===== config.mk =====
export PLATFORM = sky130hd
export DESIGN_NAME = microwire_read_master_unit
export DESIGN_NICKNAME = d
export VERILOG_FILES = /design/src/rtl/core/mwrm_pkg.sv /design/src/rtl/core/mwrm_cfg_regs.sv /design/src/rtl/core/mwrm_seq.sv /design/src/rtl/core/microwire_read_master_unit.sv
export SDC_FILE = /design/constraint.sdc
export NUM_CORES = 1
export LEC_CHECK = 0
export BUFFER_PORTS_ARGS = -buffer_cell sky130_fd_sc_hd__buf_4
export CAP_MARGIN = 0
export CORE_ASPECT_RATIO = 0.8
export CORE_UTILIZATION = 49
export DETAILED_ROUTE_END_ITERATION = 10
export GPL_ROUTABILITY_DRIVEN = 0
export PLACE_DENSITY = 0.77
export SLEW_MARGIN = 20
export SYNTH_ARGS = -nofsm -noshare
export SYNTH_HDL_FRONTEND = slang
export SYNTH_HIERARCHICAL = 1
export SYNTH_SLANG_ARGS = --single-unit
export TNS_END_PERCENT = 5

===== constraint.sdc =====
create_clock -name clk -period 2.25 [get_ports clk]
set_input_delay 0 -clock clk [delete_from_list [all_inputs] [get_ports clk]]
set_output_delay 0 -clock clk [all_outputs]
set_load 0.01 [all_outputs]

===== src/rtl/core/mwrm_pkg.sv =====
// Shared types and constants for the Microwire read master.
`default_nettype none
package mwrm_pkg;

    localparam int WORD_BITS_DEF = 16;
    localparam int ADDR_BITS_MAX = 8;
    localparam int SHIFT_W       = 3 + ADDR_BITS_MAX;

    localparam logic [7:0] PIN_CS = 8'h02;
    localparam logic [7:0] PIN_SK = 8'h20;
    localparam logic [7:0] PIN_DI = 8'h40;

    // Start bit followed by the READ opcode 1,0.
    localparam logic [2:0] READ_CMD = 3'b110;

    localparam int DO_BIT = 5;

    localparam int APB_ADDR_W = 4;

    typedef enum logic [1:0] {
        REG_IDLE_MASK   = 2'd0,
        REG_ADDR_BITS   = 2'd1,
        REG_IDLE_STATUS = 2'd2,
        REG_NONE        = 2'd3
    } reg_idx_t;

    typedef enum logic [3:0] {
        PH_IDLE     = 4'd0,
        PH_CS_UP    = 4'd1,
        PH_SEND_DI  = 4'd2,
        PH_SEND_SKH = 4'd3,
        PH_SEND_SKL = 4'd4,
        PH_RECV_SKH = 4'd5,
        PH_RECV_SKL = 4'd6,
        PH_CS_DOWN  = 4'd7,
        PH_FINISH   = 4'd8
    } phase_t;

    typedef struct packed {
        logic [7:0] idle_mask;
        logic [3:0] addr_bits;
        logic [7:0] idle_status;
    } cfg_t;

    typedef struct packed {
        logic        kind;
        logic [7:0]  address;
        logic [7:0]  status_in;
    } item_t;

    typedef struct packed {
        logic        do_moved;
        logic [15:0] word_out;
        logic        read_done;
        logic        busy_res;
        logic [7:0]  port_byte;
    } res_t;

endpackage
`default_nettype wire


===== src/rtl/core/mwrm_cfg_regs.sv =====
// APB configuration registers of the Microwire read master.
`default_nettype none
module mwrm_cfg_regs
(
    input  wire                               clk,
    input  wire                               rst_n,
    input  wire                               psel,
    input  wire                               penable,
    input  wire                               pwrite,
    input  wire  [mwrm_pkg::APB_ADDR_W-1:0]   paddr,
    input  wire  [31:0]                       pwdata,
    output logic [31:0]                       prdata,
    output logic                              pready,
    output mwrm_pkg::cfg_t                    cfg
);
    import mwrm_pkg::*;

    logic [7:0] idle_mask_reg;
    logic [3:0] addr_bits_reg;
    logic [7:0] idle_status_reg;
    reg_idx_t   idx;
    logic       wr_en;

    assign pready = 1'b1;
    assign idx    = reg_idx_t'(paddr[3:2]);
    assign wr_en  = psel && penable && pwrite;

    always_ff @(posedge clk or negedge rst_n)
    begin
        if (!rst_n)
        begin
            idle_mask_reg   <= 8'h00;
            addr_bits_reg   <= 4'd6;
            idle_status_reg <= 8'h00;
        end
        else if (wr_en)
        begin
            unique case (idx)
                REG_IDLE_MASK:   idle_mask_reg   <= pwdata[7:0];
                REG_ADDR_BITS:   addr_bits_reg   <= pwdata[3:0];
                REG_IDLE_STATUS: idle_status_reg <= pwdata[7:0];
                default:         ;
            endcase
        end
    end

    always_comb
    begin
        unique case (idx)
            REG_IDLE_MASK:   prdata = {24'h0, idle_mask_reg};
            REG_ADDR_BITS:   prdata = {28'h0, addr_bits_reg};
            REG_IDLE_STATUS: prdata = {24'h0, idle_status_reg};
            default:         prdata = 32'h0;
        endcase
    end

    assign cfg.idle_mask   = idle_mask_reg;
    assign cfg.addr_bits   = addr_bits_reg;
    assign cfg.idle_status = idle_status_reg;
endmodule
`default_nettype wire


===== src/rtl/core/mwrm_seq.sv =====
// Pin sequencer: transaction state and the result of each accepted beat.
`default_nettype none
module mwrm_seq
#(
    parameter int WORD_BITS = mwrm_pkg::WORD_BITS_DEF
)
(
    input  wire                clk,
    input  wire                rst_n,
    input  wire                step,
    input  mwrm_pkg::item_t    item,
    input  mwrm_pkg::cfg_t     cfg,
    output mwrm_pkg::res_t     res
);
    import mwrm_pkg::*;

    localparam int CNT_MAX = (WORD_BITS > SHIFT_W) ? WORD_BITS : SHIFT_W;
    localparam int CNT_W   = $clog2(CNT_MAX + 1);

    phase_t               phase_reg,  phase_next;
    logic [CNT_W-1:0]     count_reg,  count_next;
    logic [WORD_BITS-1:0] rx_reg,     rx_next;
    logic [SHIFT_W-1:0]   ashift_reg, ashift_next;
    logic [7:0]           pin_reg,    pin_next;
    logic                 moved_reg,  moved_next;

    logic                 start;
    logic                 done;
    logic [3:0]           nbits;
    logic [7:0]           amask;
    logic [SHIFT_W-1:0]   ashift_load;
    logic [CNT_W-1:0]     count_dec;
    logic [3:0]           di_idx;
    logic                 di_bit;

    assign start = item.kind && (phase_reg == PH_IDLE);

    // Address widths above eight are clamped to eight.
    assign nbits       = (cfg.addr_bits > 4'(ADDR_BITS_MAX)) ? 4'(ADDR_BITS_MAX)
                                                             : cfg.addr_bits;
    assign amask       = 8'((9'd1 << nbits) - 9'd1);
    assign ashift_load = (SHIFT_W'(READ_CMD) << nbits) | SHIFT_W'(item.address & amask);
    assign count_dec   = (count_reg != '0) ? count_reg - CNT_W'(1) : count_reg;
    assign di_idx      = 4'(count_reg - CNT_W'(1));
    assign di_bit      = ashift_reg[di_idx];

    // Next phase
    always_comb
    begin
        phase_next = phase_reg;
        if (item.kind)
        begin
            if (start)
                phase_next = PH_CS_UP;
        end
        else
        begin
            unique case (phase_reg)
                PH_IDLE:     phase_next = PH_IDLE;
                PH_CS_UP:    phase_next = PH_SEND_DI;
                PH_SEND_DI:  phase_next = PH_SEND_SKH;
                PH_SEND_SKH: phase_next = PH_SEND_SKL;
                PH_SEND_SKL: phase_next = (count_dec == '0) ? PH_RECV_SKH : PH_SEND_DI;
                PH_RECV_SKH: phase_next = PH_RECV_SKL;
                PH_RECV_SKL: phase_next = (count_dec == '0) ? PH_CS_DOWN : PH_RECV_SKH;
                PH_CS_DOWN:  phase_next = PH_FINISH;
                PH_FINISH:   phase_next = PH_IDLE;
                default:     phase_next = PH_IDLE;
            endcase
        end
    end

    // Datapath and pin updates
    always_comb
    begin
        count_next  = count_reg;
        rx_next     = rx_reg;
        ashift_next = ashift_reg;
        pin_next    = pin_reg;
        moved_next  = moved_reg;
        done        = 1'b0;
        if (item.kind)
        begin
            if (start)
            begin
                ashift_next = ashift_load;
                count_next  = CNT_W'(nbits) + CNT_W'(3);
                rx_next     = '0;
                moved_next  = 1'b0;
                pin_next    = cfg.idle_mask;
            end
        end
        else
        begin
            unique case (phase_reg)
                PH_CS_UP:
                    pin_next = pin_reg | PIN_CS | cfg.idle_mask;
                PH_SEND_DI:
                    pin_next = (di_bit ? (pin_reg | PIN_DI) : (pin_reg & ~PIN_DI))
                               | cfg.idle_mask;
                PH_SEND_SKH, PH_RECV_SKH:
                    pin_next = pin_reg | PIN_SK | cfg.idle_mask;
                PH_SEND_SKL:
                begin
                    pin_next   = (pin_reg & ~PIN_SK) | cfg.idle_mask;
                    count_next = (count_dec == '0) ? CNT_W'(WORD_BITS) : count_dec;
                end
                PH_RECV_SKL:
                begin
                    pin_next   = (pin_reg & ~PIN_SK) | cfg.idle_mask;
                    count_next = count_dec;
                    rx_next    = {rx_reg[WORD_BITS-2:0], item.status_in[DO_BIT]};
                    if (item.status_in != cfg.idle_status)
                        moved_next = 1'b1;
                end
                PH_CS_DOWN:
                    pin_next = (pin_reg & ~PIN_CS) | cfg.idle_mask;
                PH_FINISH:
                begin
                    pin_next = cfg.idle_mask;
                    done     = 1'b1;
                end
                default: ;
            endcase
        end
    end

    always_ff @(posedge clk or negedge rst_n)
    begin
        if (!rst_n)
        begin
            phase_reg  <= PH_IDLE;
            count_reg  <= '0;
            rx_reg     <= '0;
            ashift_reg <= '0;
            pin_reg    <= '0;
            moved_reg  <= 1'b0;
        end
        else if (step)
        begin
            phase_reg  <= phase_next;
            count_reg  <= count_next;
            rx_reg     <= rx_next;
            ashift_reg <= ashift_next;
            pin_reg    <= pin_next;
            moved_reg  <= moved_next;
        end
    end

    assign res.port_byte = pin_next;
    assign res.busy_res  = (phase_next != PH_IDLE);
    assign res.read_done = done;
    assign res.word_out  = done ? 16'(rx_reg) : 16'h0;
    assign res.do_moved  = moved_next;
endmodule
`default_nettype wire


===== src/rtl/core/microwire_read_master_unit.sv =====
// Microwire READ master: one pin update of the serial EEPROM bus per input beat.
//
// Input stream: tuser = kind (1 starts a read, 0 is a tick that makes one pin
// update); tdata carries the word address and the sampled status port byte.
// Every input beat produces exactly one output beat holding the data port byte
// to write (CS bit 1, SK bit 5, DI bit 6, idle mask ORed in), the busy flag,
// the done flag with the 16-bit received word, and the status-moved flag.
// A start while a read is in progress changes nothing; a tick while idle
// repeats the held port byte.
// The result of a beat accepted at one edge is shown from that edge on in the
// output register. One beat per cycle is sustained; the state update and the
// result are one pass of logic behind the output register, so the input is
// taken whenever that register is empty or is being emptied in the same cycle.
// When the receiver stalls, the result holds and s_axis_tready falls until it
// is taken. Reset clears the transaction state, the output register and the
// configuration (idle mask 0, six address bits, idle status 0). Registers are
// written over APB at 0x0, 0x4 and 0x8; the user must write them only while
// the block is idle, which the block itself does not enforce.
`default_nettype none
module microwire_read_master_unit
#(
    parameter int WORD_BITS = mwrm_pkg::WORD_BITS_DEF
)
(
    input  wire                              clk,
    input  wire                              rst_n,
    input  wire                              s_axis_tvalid,
    output logic                             s_axis_tready,
    input  wire  [15:0]                      s_axis_tdata,  // address[7:0], status_in[15:8]
    input  wire  [0:0]                       s_axis_tuser,  // kind
    output logic                             m_axis_tvalid,
    input  wire                              m_axis_tready,
    // port_byte[7:0], busy_res[8], read_done[9], word_out[25:10], do_moved[26], zero pad
    output logic [31:0]                      m_axis_tdata,
    input  wire                              psel,
    input  wire                              penable,
    input  wire                              pwrite,
    input  wire  [mwrm_pkg::APB_ADDR_W-1:0]  paddr,
    input  wire  [31:0]                      pwdata,
    output logic [31:0]                      prdata,
    output logic                             pready
);
    import mwrm_pkg::*;

    cfg_t  cfg;
    item_t item;
    res_t  res;
    res_t  out_reg;
    logic  valid_reg;
    logic  step;

    assign s_axis_tready = !valid_reg || m_axis_tready;
    assign step          = s_axis_tvalid && s_axis_tready;

    assign item.kind      = s_axis_tuser[0];
    assign item.address   = s_axis_tdata[7:0];
    assign item.status_in = s_axis_tdata[15:8];

    mwrm_cfg_regs u_cfg
    (
        .clk     (clk),
        .rst_n   (rst_n),
        .psel    (psel),
        .penable (penable),
        .pwrite  (pwrite),
        .paddr   (paddr),
        .pwdata  (pwdata),
        .prdata  (prdata),
        .pready  (pready),
        .cfg     (cfg)
    );

    mwrm_seq #(.WORD_BITS(WORD_BITS)) u_seq
    (
        .clk   (clk),
        .rst_n (rst_n),
        .step  (step),
        .item  (item),
        .cfg   (cfg),
        .res   (res)
    );

    always_ff @(posedge clk or negedge rst_n)
    begin
        if (!rst_n)
            valid_reg <= 1'b0;
        else if (step)
            valid_reg <= 1'b1;
        else if (m_axis_tready)
            valid_reg <= 1'b0;
    end

    always_ff @(posedge clk or negedge rst_n)
    begin
        if (!rst_n)
            out_reg <= '0;
        else if (step)
            out_reg <= res;
    end

    assign m_axis_tvalid = valid_reg;
    assign m_axis_tdata  = {5'h0, out_reg};
endmodule
`default_nettype wire


== After elaboration in Yosys (flattened, before gate mapping) ==
Cells that the tools add are included.

* Register bits: 84
* Output and inout bits: 67
* Word-level logic and storage cells: 95

* $add $sub $neg: 3
* Order comparisons: 2
* Eq/ne operators: 12
* Shift operators: 2
* Mux-type cells: 30
* Bitwise gates (word level): 7
* Reduce and logical (&&, ||, !) cells: 26

{| class="wikitable"
|+ Operator list
! operator !! number
|-
| 16-bit two-way mux || 4
|-
| 8-bit case mux with 6 select lines || 1
|-
| 8-bit OR || 5
|-
| 4-bit case mux with 7 select lines || 1
|-
| 8-bit case mux with 3 select lines || 1
|-
| 5-bit two-way mux || 4
|-
| 4-bit by 3-bit == test with 1-bit output, second input constant || 4
|-
| 8-bit two-way mux || 2
|-
| 4-bit two-way mux || 3
|-
| 3-bit AND reduction || 4
|-
| 11-bit OR || 1
|-
| 3-bit by 4-bit << shifter with 11-bit output, first input constant || 1
|-
| 5-bit case mux with 2 select lines || 1
|-
| 1-bit two-way mux || 9
|-
| 8-bit AND || 1
|-
| 4-bit by 2-bit == test with 1-bit output, second input constant || 2
|-
| 8-bit != test || 1
|-
| 1-bit by 4-bit << shifter with 8-bit output, first input constant || 1
|-
| 8-bit by 1-bit subtractor with 8-bit output, second input constant || 1
|-
| 7-bit two-way mux || 1
|-
| 7-bit nonzero test || 1
|-
| 2-bit AND reduction || 3
|-
| 2-bit nonzero test || 3
|-
| 4-bit by 2-bit adder with 5-bit output, second input constant || 1
|-
| other kinds (22) || 26
|}

== Longest topological paths before layout ==
Gate-level depths: netlist (run 1).

* Depth after elaboration: 7
* Gate-level depth with buffers: 11
* Depth with buffers taken out: 10

== Hierarchy ==
The synthesis (run 1) kept the hierarchy.

{| class="wikitable"
|+ By module, submodules not included
! module !! times used !! cells each !! area each (sq um) !! seq. area each (sq um)
|-
| mwrm_seq || 1 || 391 || 3,104.2 || 1,126.1
|-
| microwire_read_master_unit || 1 || 67 || 1,174.9 || 700.7
|-
| mwrm_cfg_regs || 1 || 94 || 1,141.1 || 503.0
|}

== Worst setup path after synthesis (run 1) ==
No wires, ideal clock.

* Kind: register to register
* Start point: register u_seq.count_reg[0]
* End point: register u_seq.phase_reg[2]
* Arrival: 2.136 ns
* Required time: 2.171 ns
* Setup slack: 0.034 ns
* Stages on the path, launching flop included: 11
* Period minus slack after synthesis: 2.216 ns
* Cell sequence: dfrtp_1 buf_2 inv_1 ha_1 or3b_1 buf_2 a2bb2oi_1 or2_1 or2_1 a22o_1 mux2i_1

* Longest elaborated chain between the ends: 6
* Elaborated cells on any way between the ends: 7
* Classes of those cells: add/sub: 1; mux: 4; reduce/logical: 2

{| class="wikitable"
|+ RTL lines
! item !! line !! text
|-
| start: declaration || mwrm_seq.sv:21 || <nowiki>logic [CNT_W-1:0] count_reg, count_next;</nowiki>
|-
| start signal: assignment || mwrm_seq.sv:142 || <nowiki>count_reg <= count_next;</nowiki>
|-
| 5-bit by 1-bit subtractor with 5-bit output or 5-bit nonzero test (tied branches) || mwrm_seq.sv:43 || <nowiki>assign count_dec = (count_reg != '0) ? count_reg - CNT_W'(1) : count_reg;</nowiki>
|-
| 5-bit two-way mux * || mwrm_seq.sv:43 ||
|-
| 5-bit logical NOT * || mwrm_seq.sv:63 || <nowiki>PH_SEND_SKL: phase_next = (count_dec == '0) ? PH_RECV_SKH : PH_SEND_DI;</nowiki>
|-
| 3-bit two-way mux * || mwrm_seq.sv:63 ||
|-
| 4-bit case mux with 7 select lines * || mwrm_seq.sv:58 || <nowiki>unique case (phase_reg)</nowiki>
|-
| 4-bit two-way mux * || mwrm_seq.sv:51 || <nowiki>if (item.kind)</nowiki>
|-
| end signal: assignment || mwrm_seq.sv:141 || <nowiki>phase_reg <= phase_next;</nowiki>
|-
| end: declaration || mwrm_seq.sv:20 || <nowiki>phase_t phase_reg, phase_next;</nowiki>
|}

Every way passes the cells marked *; elsewhere a longest branch is shown, timed or not.
A chain may end at the register's enable or synchronous reset.

== Worst setup path after layout (run 1) ==
* Start point: register u_seq.count_reg[1]
* End point: register u_seq.phase_reg[1]

* Longest elaborated chain between the ends: 6
* Elaborated cells on any way between the ends: 8
* Classes of those cells: add/sub: 1; mux: 5; reduce/logical: 2

{| class="wikitable"
|+ RTL lines
! item !! line
|-
| 5-bit by 1-bit subtractor with 5-bit output or 5-bit nonzero test (tied branches) || mwrm_seq.sv:43
|-
| 5-bit two-way mux * || mwrm_seq.sv:43
|-
| 5-bit logical NOT * || mwrm_seq.sv:63, mwrm_seq.sv:65
|-
| 2-bit two-way mux or 3-bit two-way mux (tied branches) || mwrm_seq.sv:65, mwrm_seq.sv:63
|-
| 4-bit case mux with 7 select lines * || mwrm_seq.sv:58
|-
| 4-bit two-way mux * || mwrm_seq.sv:51
|}

Marks and branches as above.

==> results of run 1 <==
report_power, final:
part | switching (mW) | total (mW) | internal [mW]
Combinational | 1.34 | 2.61 | 1.26
Clock | 0.651 | 1.55 | 0.904
Sequential | 0.375 | 2.47 | 2.09
Total | 2.37 | 6.63 | 4.26
layer usage:
layer	routed length [um]	global-route usage
met5	0	0
met4	156	0.0604
met3	722	0.0444
met2	5640	0.369
met1	5430	0.289
cell usage in the layout, fill, tap and decap left out, types with 2 or more instances in the layout:
cell type and instances:
a211oi_1 10, a21boi_0 2, a21o_1 3, a21oi_1 27, a221o_1 6, a22oi_1 5, and3_1 16, buf_4 89
clkbuf_16 9, clkinv_4 2, conb_1 30, dfrtp_1 91, dfstp_2 2, dlygate4sd3_1 18, ha_1 6, inv_1 14
inv_6 2, mux2_2 31, mux2_4 23, mux2i_1 13, mux4_2 2, nand2_1 78, nand2b_1 3, nand3_1 17
nand4_1 5, nor2_1 34, nor2b_1 4, nor3_1 7, o2111ai_1 2, o21ai_0 36, o221ai_1 2, o22a_1 2
or2_1 2, or3_1 2, xnor2_1 13, xor2_1 2
timing repair:
item | CTS | global route
resized for setup | 0 | 2
endpoints found under the setup margin | 0 | 4
hold buffers | 18 | 0
endpoints found under the hold margin | 79 | 0
path summary, 6_finish.rpt:
check,to,cells past startpoint
worst min register to register,u_seq/rx_reg[15]$_DFFE_PN0P_,2
worst max register to register,u_seq/phase_reg[1]$_DFFE_PN0P_,8
worst min-delay path,u_seq/ashift_reg[1]$_DFFE_PN0P_,4
max in group asynchronous,u_cfg/addr_bits_reg[1]$_DFFE_PN1P_,3
worst max-delay path,u_seq/phase_reg[1]$_DFFE_PN0P_,8
min in group asynchronous,m_axis_tdata[8]$_DFFE_PN0P_,2
tightest hold or removal path, stage by stage:
cell and delay [ps]:
buf_4 80, nand2b_1 40, a21oi_1 140, a21o_1 90
cells by family (layout without fill, tap and decap cells):
logic type	Yosys count	after routing	synth area share
flops	93	93	0.430
simple gates	179	179	0.159
buf+inv	79	138	0.0833
other cells	3	30	0.00208
compound gates	107	107	0.125
mux	69	69	0.160
xor+xnor	15	15	0.0242
fa+ha+maj	7	7	0.0162
cell type report:
cell class,count,area [sq um]
Fill cell,836,4010
Timing Repair Buffer,108,868
Inverter,14,52.6
Sequential cell,93,2330
Multi-Input combinational cell,407,2750
Clock buffer,11,243
Clock inverter,5,65.1
Tap cell,140,175
through the flow:
stage	instances	cell area (sq um)	utilization	hold WS [ps]	power, mW
finish	778	6480	0.618	51.3	6.63
global route	778	6480	0.618	85.4	7.09
CTS	778	6470	0.617	53.4	6.64
detailed placement	744	5990	0.571	96.5	5.04
global placement	744	5990	0.571	89.8	4.93
floorplan	579	5520	-	-296	4.29
==> impl_metrics.yaml, run 1 <==
clock_tree:
  cts_tree: "done"
  numCtsBuffers: 9
  cts_setup_buffers: 0
  clkSinkCount: 93
  insertion_delay_ps: 340
  cts_root_buf: "clkbuf_16"
  cts.clk_slew.worst_paths_ps: 70
  cts_buffer_depth: 2
  cts.htree.levels: 3
route:
  routedWlPerCell_um: 15.4
  drc_errors: 0
  via_count: 4299
  dr.pass1.iters: 5
  first_iter_violations: 323
  routed_wl_um: 11900
  viasPerCell: 5.53
  ant_nets: 0
worst_setup_path:
  worstPathArrival_ps: 2390
  endpoint_kind: "register"
  reg2reg_setup_slack_ps: 130
  path_buf_inv: 1
  required_ps: 2520
  setup.worst_path.start: "u_seq/count_reg[1]$_DFFE_PN0P_"
  cp_max_fo: 4
  cpPeakStageDelay_ps: 440
  r2r-start: "u_seq/count_reg[1]$_DFFE_PN0P_"
  worst-setup-path-type: "reg -> reg"
  cp_top_family: "compound AO/OA/AOI/OAI gates"
  crit_path_start_kind: "register"
  cp_slowest_cell: "a2111oi_0"
  crit_chain: "inv_1 > ha_2 > or2b_1 > xor2_1 > a21oi_1 > o21ai_0 > a2111oi_0 > o21bai_1"
place:
  dp_hpwl_um: 8440
  dp_slack_ps: 136
  io_buffers: 70
synth:
  synth_area_sq_um: 5420
  synth-edff-count: 0
  yosysWarningCount: 6
  ys_seq_area_frac: 0.430
  ys_types: 58
  syn_inst: 552
  ys_top_cells_by_count: "dfrtp_1 (91), nand2_1 (78), o21ai_0 (36), nor2_1 (34), buf_4 (32)"
  ys_ff_latch: 93
  synth_most_common_cell: "dfrtp_1"
  syn_avg_cell_area_sq_um: 9.82
  yosysTopAreaCell: "dfrtp_1"
  async_flop_share: 1.00
  synth_area_leaders: "dfrtp_1 (42%), mux2_2 (6.4%), mux2_4 (6.4%)"
  synthFlopType: "dfrtp_1"
  synth_top_area_frac: 0.420
timing:
  setup_ws_ps: 127
  final-max-slew-violation-count: 0
  slew_headroom: 0.443
  finClkSkew_ps: 8.75
  min_period_ps: 2120
  setup-tns-final_ps: 0
  max_freq_mhz: 471
  hold_violations: 0
  rsz0062_at_grt: "false"
  tightest_slew_ps: 832
  setup_viol: 0
  post-route-period-util: 0.944
cells_and_area:
  layout.nets: 700
  area_growth_pct: 19.5
  drive_above_1_share: 0.270
  antennaDiodeCount: 0
  largest_reg_flops: 27
die:
  fp.dieW_um: 120
  die_h_um: 96.1
  initial_core_util: 0.517
  core-area_sq_um: 10500
  ios: 127
  rows: 33
  die-area_sq_um: 11500
grt:
  grt_pass1_vias: 4033
  antenna_found_initial: 0
  gr-usage-all-layers: 0.219
  grt_first_pass_wirelength_um: 19700
  grt_overflow: 0
  grt_max_degree: 55
job:
  cap_violations: 0
pwr:
  vdd.ir_drop.worst_v: 0.000717
  power_leakage_nw: 3.14
  power_density_nw_per_um2: 1020
worst_hold_path:
  hp-start: "s_axis_tdata[1]"
  min_path_type: "in -> reg"
run_status:
  outcome: "completed"
(Power assumes the default switching activity.)
==> inputs of run 2 (changes only) <==
--- a/config.mk
+++ b/config.mk
@@ -8,13 +8,13 @@
 export BUFFER_PORTS_ARGS = -buffer_cell sky130_fd_sc_hd__buf_4
 export CAP_MARGIN = 0
 export CORE_ASPECT_RATIO = 0.8
-export CORE_UTILIZATION = 49
+export CORE_MARGIN = 2
+export CORE_UTILIZATION = 48
 export DETAILED_ROUTE_END_ITERATION = 10
 export GPL_ROUTABILITY_DRIVEN = 0
 export PLACE_DENSITY = 0.77
 export SLEW_MARGIN = 20
 export SYNTH_ARGS = -nofsm -noshare
 export SYNTH_HDL_FRONTEND = slang
-export SYNTH_HIERARCHICAL = 1
 export SYNTH_SLANG_ARGS = --single-unit
 export TNS_END_PERCENT = 5
==> impl_metrics.yaml, run 2 <==
timing:
  slew_headroom: 0.559
  finClkSkew_ps: 3.50
  timing.hold.ws_ps: 53.9
  max_freq_mhz: 469
  post-route-period-util: 0.949
  rsz0062_at_grt: "false"
  hold_violations: 0
  setup_viol: 0
  final-max-slew-violation-count: 0
  min_period_ps: 2130
  tightest_slew_ps: 659
  setup-tns-final_ps: 0
synth:
  yosysTopAreaCell: "dfrtp_1"
  async_flop_share: 1.00
  syn_avg_cell_area_sq_um: 9.24
  synth_most_common_cell: "nand2_1"
  synth_top_area_frac: 0.441
  synth-edff-count: 0
  ys_types: 58
  synthFlopType: "dfrtp_1"
  synth_area_sq_um: 4650
  syn_inst: 503
  ys_seq_area_frac: 0.453
  ys_top_cells_by_count: "nand2_1 (87), dfrtp_1 (82), o21ai_1 (34), buf_4 (31), nor2_1 (26)"
  yosysWarningCount: 0
  synth_area_leaders: "dfrtp_1 (44%), nand2_1 (7.0%), buf_4 (5.0%)"
  ys_ff_latch: 84
job:
  cap_violations: 0
route:
  met3_length_um: 595
  drc_errors: 0
  first_iter_violations: 238
  dr.pass1.iters: 4
  routed_wl_um: 11100
  via_count: 3904
  met1_length_um: 4870
  top_layer_used: "met4"
  dr_wl_met2_um: 5440
  routedWlPerCell_um: 15.5
  ant_nets: 0
  viasPerCell: 5.49
worst_setup_path:
  crit_chain: "inv_1 > ha_2 > or4b_4 > a31oi_4 > o21ai_1 > a2111o_1 > o21ai_1"
  worst_path_most_repeated_cell: "o21ai_1"
  worstPathArrival_ps: 2390
  required_ps: 2500
  cp_slowest_cell: "or4b_4"
  path_buf_inv: 1
  worst-setup-path-type: "reg -> reg"
  cp_top_family: "compound AO/OA/AOI/OAI gates"
  cp_max_fo: 5
  crit_path_start_kind: "register"
  reg2reg_setup_slack_ps: 120
  endpoint_kind: "register"
  worst-path-stages: 7
  ff2ff_path_depth: 7
  cpPeakStageDelay_ps: 530
grt:
  grt_max_degree: 49
  gr-usage-all-layers: 0.221
  grt_overflow: 0
  antenna_found_initial: 0
  grt_first_pass_wirelength_um: 18400
  grt_pass1_vias: 3676
pwr:
  power_leakage_nw: 2.66
  power_density_nw_per_um2: 985
  power_mw: 5.61
  vdd.ir_drop.worst_v: 0.000644
  switching_power_mw: 2.03
  p_seq_frac: 0.393
  p_clk_frac: 0.261
  power.internal_mw: 3.58
  p_comb_frac: 0.346
  swShare: 0.361
cells_and_area:
  fin_area_sq_um: 5700
  n_fill_cell: 769
  final_common_cell: "nand2_1"
  layout_common_cells: "nand2_1 (87), buf_4 (83), dfrtp_1 (82)"
  layout.nets: 654
  largest_reg_flops: 18
  antennaDiodeCount: 0
  drive_above_1_share: 0.218
  area_growth_pct: 22.6
die:
  die_h_um: 92.0
  die-area_sq_um: 10500
  initial_core_util: 0.488
  fp.dieW_um: 114
  ios: 127
  rows: 32
  core-area_sq_um: 9530
clock_tree:
  cts.htree.levels: 3
  insertion_delay_ps: 330
  numCtsBuffers: 9
  cts_setup_buffers: 0
  clkSinkCount: 84
  cts_buffer_depth: 2
  cts_root_buf: "clkbuf_16"
  cts.clk_slew.worst_paths_ps: 60
  cts_tree: "done"
place:
  dp_hpwl_um: 7770
  io_buffers: 70
  placed_area_sq_um: 5210
worst_hold_path:
  min_path_type: "in -> reg"
  holdPathStages: 3
run_status:
  outcome: "completed"
-- run 2: cell type report --
cell class / instances / area [sq um] / area share
clock buffers: 9 / 225 / 0.0395
inverters: 20 / 75.1 / 0.0132
multi-input cells: 370 / 2240 / 0.394
clock inverters: 7 / 75.1 / 0.0132
well taps: 119 / 149 / 0.0261
flip-flops and latches: 84 / 2100 / 0.369
repair buffers: 102 / 823 / 0.145
-- run 2: final timing paths --
path                                                       from                            endpoint
worst max-delay path             u_seq.count_reg[1]$_DFFE_PN0P_      u_seq.phase_reg[1]$_DFFE_PN0P_
worst min register to register  u_seq.ashift_reg[1]$_DFFE_PN0P_     u_seq.ashift_reg[1]$_DFFE_PN0P_
worst min-delay path                              m_axis_tready           m_axis_tvalid$_DFFE_PN0P_
worst max register to register   u_seq.count_reg[1]$_DFFE_PN0P_      u_seq.phase_reg[1]$_DFFE_PN0P_
max in group asynchronous                                 rst_n  u_cfg.addr_bits_reg[2]$_DFFE_PN1P_
min in group asynchronous                                 rst_n        m_axis_tdata[22]$_DFFE_PN0P_
-- run 2: logic make-up (layout without fill, tap and decap cells) --
group	count (synthesis)	in the layout	synth area share
simple gates	151	151	0.145
xor+xnor	15	15	0.0283
fa+ha+maj	7	7	0.0188
flops	84	84	0.453
buf+inv	77	138	0.0886
other cells	2	30	0.00162
compound gates	136	136	0.189
mux	31	31	0.0762
-- run 2: per-stage QoR --
step | setup WS, ps | cells | util
after CTS | 39.4 | 711 | 0.597
after floorplan | 88.5 | 531 | -
after global placement | 158 | 677 | 0.547
after global routing | 23.7 | 711 | 0.598
final | 116 | 711 | 0.598
after detailed placement | 62.6 | 677 | 0.547
-- run 2: worst min-delay path, cell delays in order --
cell and delay (ps):
buf_4 70, nand2b_1 190, nand2_1 80
-- run 2: power groups by stage --
stage	logic (mW)	registers, mW	clock network (mW)
6_report	1.94	2.20	1.46
5_1_grt	2.15	2.25	1.56
4_1_cts	1.92	2.19	1.49
3_5_place_dp	1.88	2.22	0
3_3_place_gp	1.81	2.20	0
2_1_floorplan	1.49	2.05	0
-- run 2: layer usage --
layer | vias to the layer above | GRT usage
met5 | - | 0
met4 | 0 | 0.0579
met3 | 13 | 0.0377
met2 | 144 | 0.362
met1 | 1879 | 0.306
li1 | 1868 | -
-- run 2: repair_timing --
action	in CTS	in global routing
endpoints found under the hold margin	65	0
endpoints found under the setup margin	0	2
hold buffers	18	0
resized for setup	0	4
==> inputs of run 3 (changes only) <==
--- a/config.mk
+++ b/config.mk
@@ -12,7 +12,7 @@
 export CORE_UTILIZATION = 48
 export DETAILED_ROUTE_END_ITERATION = 10
 export GPL_ROUTABILITY_DRIVEN = 0
-export PLACE_DENSITY = 0.77
+export PLACE_DENSITY = 0.79
 export SLEW_MARGIN = 20
 export SYNTH_ARGS = -nofsm -noshare
 export SYNTH_HDL_FRONTEND = slang
==> constraint.sdc (replaced) <==
create_clock -name clk -period 2.25 [get_ports clk]
set_input_delay 0.45 -clock clk [delete_from_list [all_inputs] [get_ports clk]]
set_output_delay 0.45 -clock clk [all_outputs]
set_load 0.01 [all_outputs]
==> impl_metrics.yaml, run 3 (synthesis results as in run 2) <==
route:
  routed_wl_um: 10600
  viasPerCell: 5.48
  dr.pass1.iters: 4
  drc_errors: 0
  routedWlPerCell_um: 15.3
  first_iter_violations: 147
  ant_nets: 0
  via_count: 3800
worst_setup_path:
  cp_slowest_cell: "or4b_4"
  r2r-start: "u_seq.count_reg[1]$_DFFE_PN0P_"
  required_ps: 2520
  crit_chain: "inv_1 > ha_2 > or4b_4 > a31oi_4 > o21ai_1 > a2111o_1 > o21ai_1"
  worst-setup-path-type: "reg -> reg"
  cp_max_fo: 5
  worst_path_most_repeated_cell: "o21ai_1"
  endpoint_kind: "register"
  worstPathArrival_ps: 2450
  cpPeakStageDelay_ps: 530
  crit_path_start_kind: "register"
  setup.worst_path.start: "u_seq.count_reg[1]$_DFFE_PN0P_"
timing:
  tightest_slew_ps: 620
  rsz0062_at_grt: "false"
  slew_headroom: 0.585
  setup_viol: 0
  finClkSkew_ps: 7.05
  setup-tns-final_ps: 0
  max_freq_mhz: 458
  final-max-slew-violation-count: 0
  post-route-period-util: 0.970
  setup_ws_ps: 66.4
  timing.hold.ws_ps: 122
  min_period_ps: 2180
  hold_violations: 0
die:
  core-area_sq_um: 9530
  ios: 127
  die_h_um: 92.0
  fp.dieW_um: 114
  initial_core_util: 0.488
  rows: 32
  die-area_sq_um: 10500
clock_tree:
  ctsResizeCount: 0
  numCtsBuffers: 9
  ctsHoldBuffers: 0
  cts_setup_buffers: 0
  clkSinkCount: 84
  cts.htree.levels: 3
  insertion_delay_ps: 340
  cts.clk_slew.worst_paths_ps: 70
  cts_root_buf: "clkbuf_16"
  cts_buffer_depth: 2
  cts_tree: "done"
cells_and_area:
  regArea_sq_um: 2100
  largest_reg_flops: 18
  antennaDiodeCount: 0
  multi_input_area_sq_um: 2260
  n_fill_cell: 764
  layout.nets: 636
  area_growth_pct: 19.2
  final_common_cell: "nand2_1"
  drive_above_1_share: 0.230
  layout_common_cells: "nand2_1 (87), buf_4 (83), dfrtp_1 (82)"
grt:
  antenna_found_initial: 0
  grt_pass1_vias: 3441
  gr-usage-all-layers: 0.209
  grt_first_pass_wirelength_um: 17600
  grt_overflow: 0
  grt_max_degree: 85
place:
  io_buffers: 70
  dp_hpwl_um: 7420
  dp_slack_ps: 53.3
pwr:
  power_mw: 5.65
  vdd.ir_drop.worst_v: 0.000630
  power_leakage_nw: 2.60
  power_density_nw_per_um2: 1020
run_status:
  outcome: "completed"
job:
  cap_violations: 0
worst_hold_path:
  min_path_type: "in -> async"
[run 3: final timing paths]
kind	endpoint	slack, ps	cells after the start
worst max-delay path	u_seq.phase_reg[1]$_DFFE_PN0P_	70	7
worst min-delay path	u_cfg.idle_status_reg[1]$_DFFE_PN0P_	120	2
worst max register to register	u_seq.phase_reg[1]$_DFFE_PN0P_	70	7
worst min register to register	m_axis_tdata[8]$_DFFE_PN0P_	470	2
max in group asynchronous	u_seq.pin_reg[6]$_DFFE_PN0P_	1760	2
min in group clk	m_axis_tvalid$_DFFE_PN0P_	310	3
[run 3: per-layer routing]
metal / track usage / vias to the layer above / share of wire / wire length (um)
met5: 0 / - / 0 / 0
met4: 0.0488 / 0 / 0.0091 / 96
met2: 0.322 / 146 / 0.48 / 5070
met3: 0.0542 / 8 / 0.066 / 695
met1: 0.297 / 1812 / 0.45 / 4740
li1: - / 1834 / - / -
[run 3: area by class of cell]
type                       instances  share of cell area
clock inverter                     7              0.0149
sequential                        84               0.380
clock buffer                       9              0.0407
inverter                          20              0.0136
tap                              119              0.0269
timing repair buffer              84               0.116
multi-input combinational        370               0.408
[run 3: critical path: cells and delay by family, from the launching register on]
| kind | cells | cell delay, ps |
|---|---|---|
| AOI/OAI and AO/OA | 4 | 820 |
| adders and majority gates | 1 | 230 |
| buffers and inverters | 1 | 100 |
| DFF | 1 | 440 |
| and+or+nand+nor | 1 | 530 |
[run 3: through the flow]
step                       util  cells  instance area, sq um
after global placement    0.547    677                  5210
after detailed placement  0.547    677                  5210
after floorplan               -    531                  4750
after global routing      0.581    693                  5540
after CTS                 0.579    693                  5520
final                     0.581    693                  5540
[run 3: power breakdown]
part           switching (mW)  internal (mW)  total [mW]
registers               0.394           1.81        2.21
logic                    1.02          0.894        1.91
clock network           0.650          0.881        1.53
